## src/rtl/nat64amt_pkg.sv

```systemverilog
// Shared types and constants of the NAT64 address mapping table.
package nat64amt_pkg;

  localparam int unsigned ENTRIES = 32;
  localparam int unsigned IDX_W   = $clog2(ENTRIES);
  localparam int unsigned CNT_W   = $clog2(ENTRIES + 1);

  localparam logic [15:0] MAX_AGE_RESET = 16'd3000;

  localparam logic CFG_BASE_IP4 = 1'b0;
  localparam logic CFG_MAX_AGE  = 1'b1;

  typedef enum logic [1:0] {
    CMD_LOOKUP6 = 2'd0,
    CMD_LOOKUP4 = 2'd1,
    CMD_CREATE  = 2'd2,
    CMD_TICK    = 2'd3
  } cmd_e;

  typedef enum logic [1:0] {
    STAT_HIT     = 2'd0,
    STAT_MISS    = 2'd1,
    STAT_CREATED = 2'd2,
    STAT_FULL    = 2'd3
  } status_e;

  typedef enum logic {
    ST_IDLE = 1'b0,
    ST_SCAN = 1'b1
  } state_e;

  typedef struct packed {
    logic load;
    logic issue;
    logic emit_hit;
    logic emit_miss;
    logic emit_create;
    logic emit_full;
    logic tick_step;
    logic tick_end;
  } dp_cmd_t;

  typedef struct packed {
    cmd_e op;
    logic rd_vld;
    logic match;
    logic last;
    logic live_zero;
    logic pos_end;
    logic full;
  } dp_stat_t;

endpackage

```

## src/rtl/nat64amt_ctrl.sv

```systemverilog
// Controller state machine that decodes each request and sequences the table scans of lookups and ticks.
module nat64amt_ctrl import nat64amt_pkg::*; (
  input  logic     clk_i,
  input  logic     rst_ni,
  input  logic     start_i,
  input  logic [1:0] command_i,
  input  dp_stat_t stat_i,
  output dp_cmd_t  cmd_o,
  output logic     busy_o
);

  state_e state_q, state_d;

  always_ff @(posedge clk_i or negedge rst_ni) begin
    if (!rst_ni) begin
      state_q <= ST_IDLE;
    end else begin
      state_q <= state_d;
    end
  end

  always_comb begin
    logic finishing;
    finishing = 1'b0;
    state_d   = state_q;
    cmd_o     = '0;
    unique case (state_q)
      ST_IDLE: begin
        if (start_i) begin
          cmd_o.load = 1'b1;
          unique case (cmd_e'(command_i))
            CMD_CREATE: begin
              if (stat_i.full) begin
                cmd_o.emit_full = 1'b1;
              end else begin
                cmd_o.emit_create = 1'b1;
              end
            end
            CMD_TICK: begin
              if (!stat_i.live_zero) begin
                state_d = ST_SCAN;
              end
            end
            default: begin
              if (stat_i.live_zero) begin
                cmd_o.emit_miss = 1'b1;
              end else begin
                state_d = ST_SCAN;
              end
            end
          endcase
        end
      end
      ST_SCAN: begin
        if (stat_i.rd_vld) begin
          if (stat_i.op == CMD_TICK) begin
            cmd_o.tick_step = 1'b1;
            if (stat_i.last) begin
              cmd_o.tick_end = 1'b1;
              finishing      = 1'b1;
            end
          end else if (stat_i.match) begin
            cmd_o.emit_hit = 1'b1;
            finishing      = 1'b1;
          end else if (stat_i.last) begin
            cmd_o.emit_miss = 1'b1;
            finishing       = 1'b1;
          end
        end
        cmd_o.issue = !stat_i.pos_end && !finishing;
        if (finishing) begin
          state_d = ST_IDLE;
        end
      end
      default: state_d = ST_IDLE;
    endcase
  end

  assign busy_o = (state_q != ST_IDLE);

endmodule

```

## config.mk

```make
export PLATFORM = sky130hd
export DESIGN_NAME = nat64amt_ctrl
export DESIGN_NICKNAME = d
export VERILOG_FILES = /design/src/rtl/nat64amt_pkg.sv /design/src/rtl/nat64amt_ctrl.sv
export SDC_FILE = /design/constraint.sdc
export NUM_CORES = 1
export LEC_CHECK = 0
export BUFFER_PORTS_ARGS = -buffer_cell sky130_fd_sc_hd__buf_2
export CORE_AREA = 2 2 39 41
export DETAILED_ROUTE_END_ITERATION = 6
export DIE_AREA = 0 0 41 43
export PLACE_DENSITY = 0.48
export SLEW_MARGIN = 20
export SYNTH_ARGS = -nofsm -noshare
export SYNTH_HDL_FRONTEND = slang
export SYNTH_SLANG_ARGS = --single-unit
```

## constraint.sdc

```tcl
create_clock -name clk_i -period 0.95 [get_ports clk_i]
set_clock_uncertainty 0.1 [all_clocks]
set_input_delay 0.19 -clock clk_i [delete_from_list [all_inputs] [get_ports clk_i]]
set_output_delay 0.19 -clock clk_i [all_outputs]
set_load 0.02 [all_outputs]
```

==> qor.csv, run 1 <==
metric,value,unit
layout cells sized above 1,83.7,%
fillers,157,
hold_ws,0.292,ns
Arrival @ worst endpoint,0.96,ns
Largest register FFs,1,
Crit path buffers/inverters,1,
max_cap viols,0,
crit path kind,flop to output port,
Tightest Hold Check Type,input port to flop,
drt via density,3.77,
HP Start,stat_i[2],
PwrDens,667,nW/um2
failing checks,setup timing,
core area,1380,um2
Crit path max-delay family,flip-flops,
Reg2Reg Setup Slack,-0.17,ns
routed len/inst,8.82,um
max-slew violation count,0,
Net Sw Frac,40.7,%
Post-Layout Cell Count,65,
GR Util All Layers,6.01,%
Cells after Synth,21,
worst vdd ir,0.295,mV
RSZ-0062 raised after global routing,yes,
Required @ worst endpoint,0.66,ns
Die Ht,43,um
P_sw,117,uW
crit-path max FO,4,
largest net degree at the start of global routing,5,
Final Critical Period,1.25,ns
area delta synth->final,184,%
Final Util,31.1,%
DP Cell Count,61,
Static Leakage,0.000216,uW
vias in the first global route,198,
Fmax achieved,798,MHz
largest area contributor in the netlist,dfrtp_1,
# rows,14,
crit path launch type,flop,
Design Power,287,uW
crit path max-delay cell type,dfrtp_2,
nets,64,
Synth top area share,16.5,%
CP Launch Point,busy_o,
Crit. End Element,output port,
Antenna Nets Post-Route,0,
slew of the pin with the lowest slew margin,0.265,ns
reg-to-reg startpoint,busy_o,
insertion delay to the later sink of the worst-skew pair,0,ns
first-pass GRT wire length,793,um
clk slew on worst S/H paths,0,ns
synthesized area,151,um2
"Setup violations, final",9,
Initial Utilization,10.9,%
Synth cell types,16,
power share of the clock group,0,%
Post-Syn Area per Cell,7.21,um2
Syn Nets,34,
GPL Wtd Cong,0.608,
top post-synthesis cells by area,"dfrtp_1 (17%), o41ai_2 (11%), nand2_1 (9.9%), nor2b_4 (9.1%), nor2_1 (7.4%)",
total wire length,573,um
drt initial violations,1,
post-synthesis sequential area ratio,16.5,%
final setup margin,-0.304,ns
yosys warns,0,
DIE WIDTH,41,um
"critical path, cell by cell",nor2b_4 -> nand3b_1 -> o41ai_4 -> buf_4,
Seq pwr share,21.5,%
GR Overflow Total,0,
Critical Path Max Stage Delay,0.42,ns
Final Hold Violating Endpoints,0,
Final Cycle Share,132,%
logic gate share of total power,78.5,%
most common library cell in the layout ignoring fill and taps,buf_2,
initial antenna violation count,0,
DRC,0,
Synth Register Bits,1,
IO buf count,21,
DR vias,245,
DR pass1 iterations,2,
P_int,170,uW
"commonest cells after routing, fill and taps aside","buf_2 (13), buf_6 (7), buf_4 (7), nand2_1 (3)",
relative slew slack,82.3,%
Die ar.,1760,um2
diode count,0,
status,"complete, but fails checks",
Ports,22,
-- layer usage --
layer / global-route usage (%) / wire, um
met5: 0 / 0
met1: 9.24 / 252
met2: 9.06 / 247
met4: 0 / 0
met3: 1.05 / 73
-- per-stage QoR --
stage          setup TNS [ns]  worst slack, ns  area [um2]
2_1_floorplan           -1.78           -0.298         200
3_3_place_gp            -2.02           -0.331         348
3_5_place_dp            -2.13           -0.352         348
4_1_cts                 -1.98           -0.307         412
5_1_grt                 -2.35           -0.338         430
6_report                -1.99           -0.304         430
-- Yosys cell counts --
cell,n
nor2b_4,1
nor2b_1,1
inv_1,1
nor3b_1,1
nand3b_1,1
o41ai_2,1
and3_1,1
and2_4,1
nand2_1,4
o21ai_1,1
nor3_1,1
nand2_2,1
o211ai_1,1
nand2b_1,1
nor2_1,3
dfrtp_1,1
-- cell type report --
type | instances | area (um2) | share of cell area (%)
repair buffers | 28 | 206 | 48.0
multi-input cells | 19 | 174 | 40.4
flip-flops and latches | 1 | 26.3 | 6.10
inverters | 1 | 3.75 | 0.872
well taps | 16 | 20.0 | 4.65
-- worst paths after layout --
kind,end,cells past startpoint
worst max register to register,busy_o,5
max in group asynchronous,busy_o,2
worst min-delay path,busy_o,2
min in group asynchronous,busy_o,2
worst max-delay path,cmd_o[4],4
worst min register to register,busy_o,3
-- power by group through the flow --
stage          combinational [uW]  clock (uW)  sequential, uW
6_report                      225           0            61.8
5_1_grt                       242           0            63.8
4_1_cts                       209           0            62.3
3_5_place_dp                  175           0            62.4
3_3_place_gp                  176           0            61.0
2_1_floorplan                89.9           0            69.5
-- cell families after synthesis --
family                 Yosys count  share of synthesized area [%]
and+or+nand+nor                 16                           62.0
AOI/OAI and AO/OA                3                           19.0
DFF                              1                           16.5
buffers and inverters            1                           2.48
-- repair_timing --
action | CTS | global route
setup endpoints to repair | 9 | 9
resized for setup | 13 | 3
endpoints found under the hold margin | 1 | 0
pin swaps | 5 | 2
buffers inserted | 2 | 1
hold buffers | 1 | 0
cloned | 0 | 0
Note: power is estimated with default switching activity, not from simulation.
==> run 2, diff against run 1 <==
ABC_AREA = 1   (was not set)
==> run 2 against run 1 <==
Sequential cell count is the same. Global-route usage fell by 0.19 points. Final area is 11% higher. Utilization grew 3.4 points. The flow still finishes with violations (setup timing). Sequential power grew 2%. Register-to-register slack gained 0.04 ns. Fmax up 6.3%. Final cell count rose by 14%. Largest cell class unchanged. Synthesized cell count rose by 33%. Critical endpoint is now cmd_o[3]. Critical path depth unchanged. Worst hold slack gained 0.072 ns.
==> qor.csv, run 2 <==
metric,value,unit,change
Required @ worst endpoint,0.66,ns,about the same
routed len/inst,7.74,um,-12%
DRC,0,,unchanged
CP Launch Point,busy_o,,
"Setup violations, final",10,,+1
top-count cell post-synth,nand2_1,,
PwrDens,702,nW/um2,+5.3%
Crit path buffers/inverters,2,,+1
GPL Wtd Cong,0.698,,+15%
nets,73,,+14%
relative slew slack,89.4,%,+7.2 points
layout cells sized above 1,79.3,%,-4.4 points
Final Hold Violating Endpoints,0,,unchanged
Post-Layout Cell Count,74,,+14%
top post-synthesis cells by area,"nand2_1 (25%), dfrtp_1 (17%), nor2_1 (12%), inv_1 (9.9%), nor2_4 (7.4%)",,
core area,1380,um2,unchanged
DR pass1 iterations,2,,unchanged
IO buf count,21,,unchanged
"EDFF count, synth",0,,unchanged
DIE WIDTH,41,um,unchanged
Fmax achieved,848,MHz,+6.3%
Die ar.,1760,um2,unchanged
Final Critical Period,1.18,ns,-0.0749 ns
ys async rst share,100,%,unchanged
diode count,0,,unchanged
insertion delay to the later sink of the worst-skew pair,0,ns,unchanged
max_cap viols,0,,unchanged
clk slew on worst S/H paths,0,ns,unchanged
slew of the pin with the lowest slew margin,0.158,ns,-0.107 ns
vias in the first global route,220,,+11%
Placed Area,357,um2,+2.5%
initial antenna violation count,0,,unchanged
total wire length,573,um,unchanged
crit path max-delay cell type,dfrtp_2,,
worst vdd ir,0.228,mV,-23%
Antenna Nets Post-Route,0,,unchanged
largest area contributor in the netlist,nand2_1,,
Synth Register Bits,1,,unchanged
GR Overflow Total,0,,unchanged
area delta synth->final,216,%,
crit path launch type,flop,,
Static Leakage,0.000249,uW,+16%
Syn Nets,41,,+21%
status,"complete, but fails checks",,
synthesized area,151,um2,unchanged
FF+latch area,26.3,um2,unchanged
Tightest Hold Check Type,input port to flop,,
Synth cell types,11,,-5
fillers,151,,-3.8%
Largest register FFs,1,,unchanged
post-route cell area,478,um2,+11%
first-pass GRT wire length,772,um,-2.6%
Synth top area share,24.8,%,+8.3 points
Most used DFF post-synth,dfrtp_1,,
Critical Path Max Stage Delay,0.42,ns,about the same
"critical path, cell by cell",nor2_4 -> inv_2 -> nor3_4 -> buf_6,,
post-synthesis sequential area ratio,16.5,%,unchanged
"top cells by count, synth","nand2_1 (10), nor2_1 (5), inv_1 (4)",,
failing checks,setup timing,,
HP Start,stat_i[2],,
hold_ws,0.364,ns,+0.0725 ns
# rows,14,,unchanged
final setup margin,-0.229,ns,+0.0749 ns
crit-path max FO,4,,unchanged
GR Util All Layers,5.81,%,-0.19 points
RSZ-0062 raised after global routing,yes,,
drt via density,3.64,,-3.6%
post-DP HPWL,478,um,
DP Cell Count,69,,+13%
drt initial violations,2,,+1
Arrival @ worst endpoint,0.89,ns,-0.07 ns
largest net degree at the start of global routing,5,,unchanged
"commonest cells after routing, fill and taps aside","buf_2 (11), buf_4 (11), nor2_4 (7), buf_6 (7)",,
DR vias,269,,+9.8%
max-slew violation count,0,,unchanged
crit path kind,flop to output port,,
yosys warns,0,,unchanged
Crit path max-delay family,flip-flops,,
Crit. End Element,output port,,
Ports,22,,unchanged
Final Cycle Share,124,%,-7.9 points
Multi-input gate area,186,um2,+7.2%
reg-to-reg startpoint,busy_o,,
Initial Utilization,10.9,%,unchanged
Cells after Synth,28,,+33%
Post-Syn Area per Cell,5.41,um2,-25%
Die Ht,43,um,unchanged
run 2: cell types whose count changed in the layout (fill, tap and decap cells not counted), sizes merged, moves of 2 or more:
cell   change
buf        +2
nand3      +2
nor2       +4
inv        +4
nand2      +5
nor2b      -2
run 2: cell families (layout without fill, tap and decap cells):
| logic type | after synthesis | count (layout) | share of synthesized area, % |
|---|---|---|---|
| AND/OR/NAND/NOR | 21 | 21 | 67.8 |
| buffers and inverters | 5 | 35 | 12.4 |
| AO/OA/AOI/OAI | 1 | 1 | 3.30 |
| flip-flops | 1 | 1 | 16.5 |
run 2: power by group:
part,internal [uW],total (uW),switching (uW)
registers,51.6,63.2,11.6
logic,141,272,132
clock network,0,0,0
run 2: repair_timing:
item | CTS | global route
endpoints found under the hold margin | 1 | 0
hold buffers | 1 | 0
gates resized for setup | 11 | 12
buffers inserted | 2 | 2
endpoints found under the setup margin | 9 | 10
pin swaps | 2 | 7
run 2: area by class of cell:
cell class                      instances  area share (%)
Sequential cell                         1            5.50
Tap cell                               16            4.19
Inverter                                5            3.93
Timing Repair Buffer                   30            47.4
Multi-Input combinational cell         22            39.0
run 2: per-stage QoR:
stage                     TNS [ns]  util (%)  total power, uW  setup WS (ns)
final                        -1.58      34.5              335         -0.229
after global routing         -1.94      34.5              356         -0.256
after CTS                    -1.71      29.9              294         -0.237
after detailed placement     -1.62      25.8              252         -0.288
after global placement       -1.50      25.8              250         -0.256
after floorplan              -1.48         -              169         -0.344
run 2: tightest hold or removal path, stage by stage:
cell	delay, ns
buf_2	0.12
nor2_4	0.03
nand2_1	0.04
nand2_1	0.04
run 2: metal layers:
metal  global-route usage (%)  routed length, um
met5                        0                  0
met4                        0                  0
met3                        0                 42
met2                     10.9                298
met1                     7.35                232
run 2: final timing paths:
check                      endpoint  slack [ns]  cells after the start
max                        cmd_o[3]       -0.23                      4
min                          busy_o        0.36                      4
max reg2reg                  busy_o       -0.13                      6
min reg2reg                  busy_o        0.60                      3
max in group asynchronous    busy_o        0.25                      2
min in group asynchronous    busy_o        0.40                      2
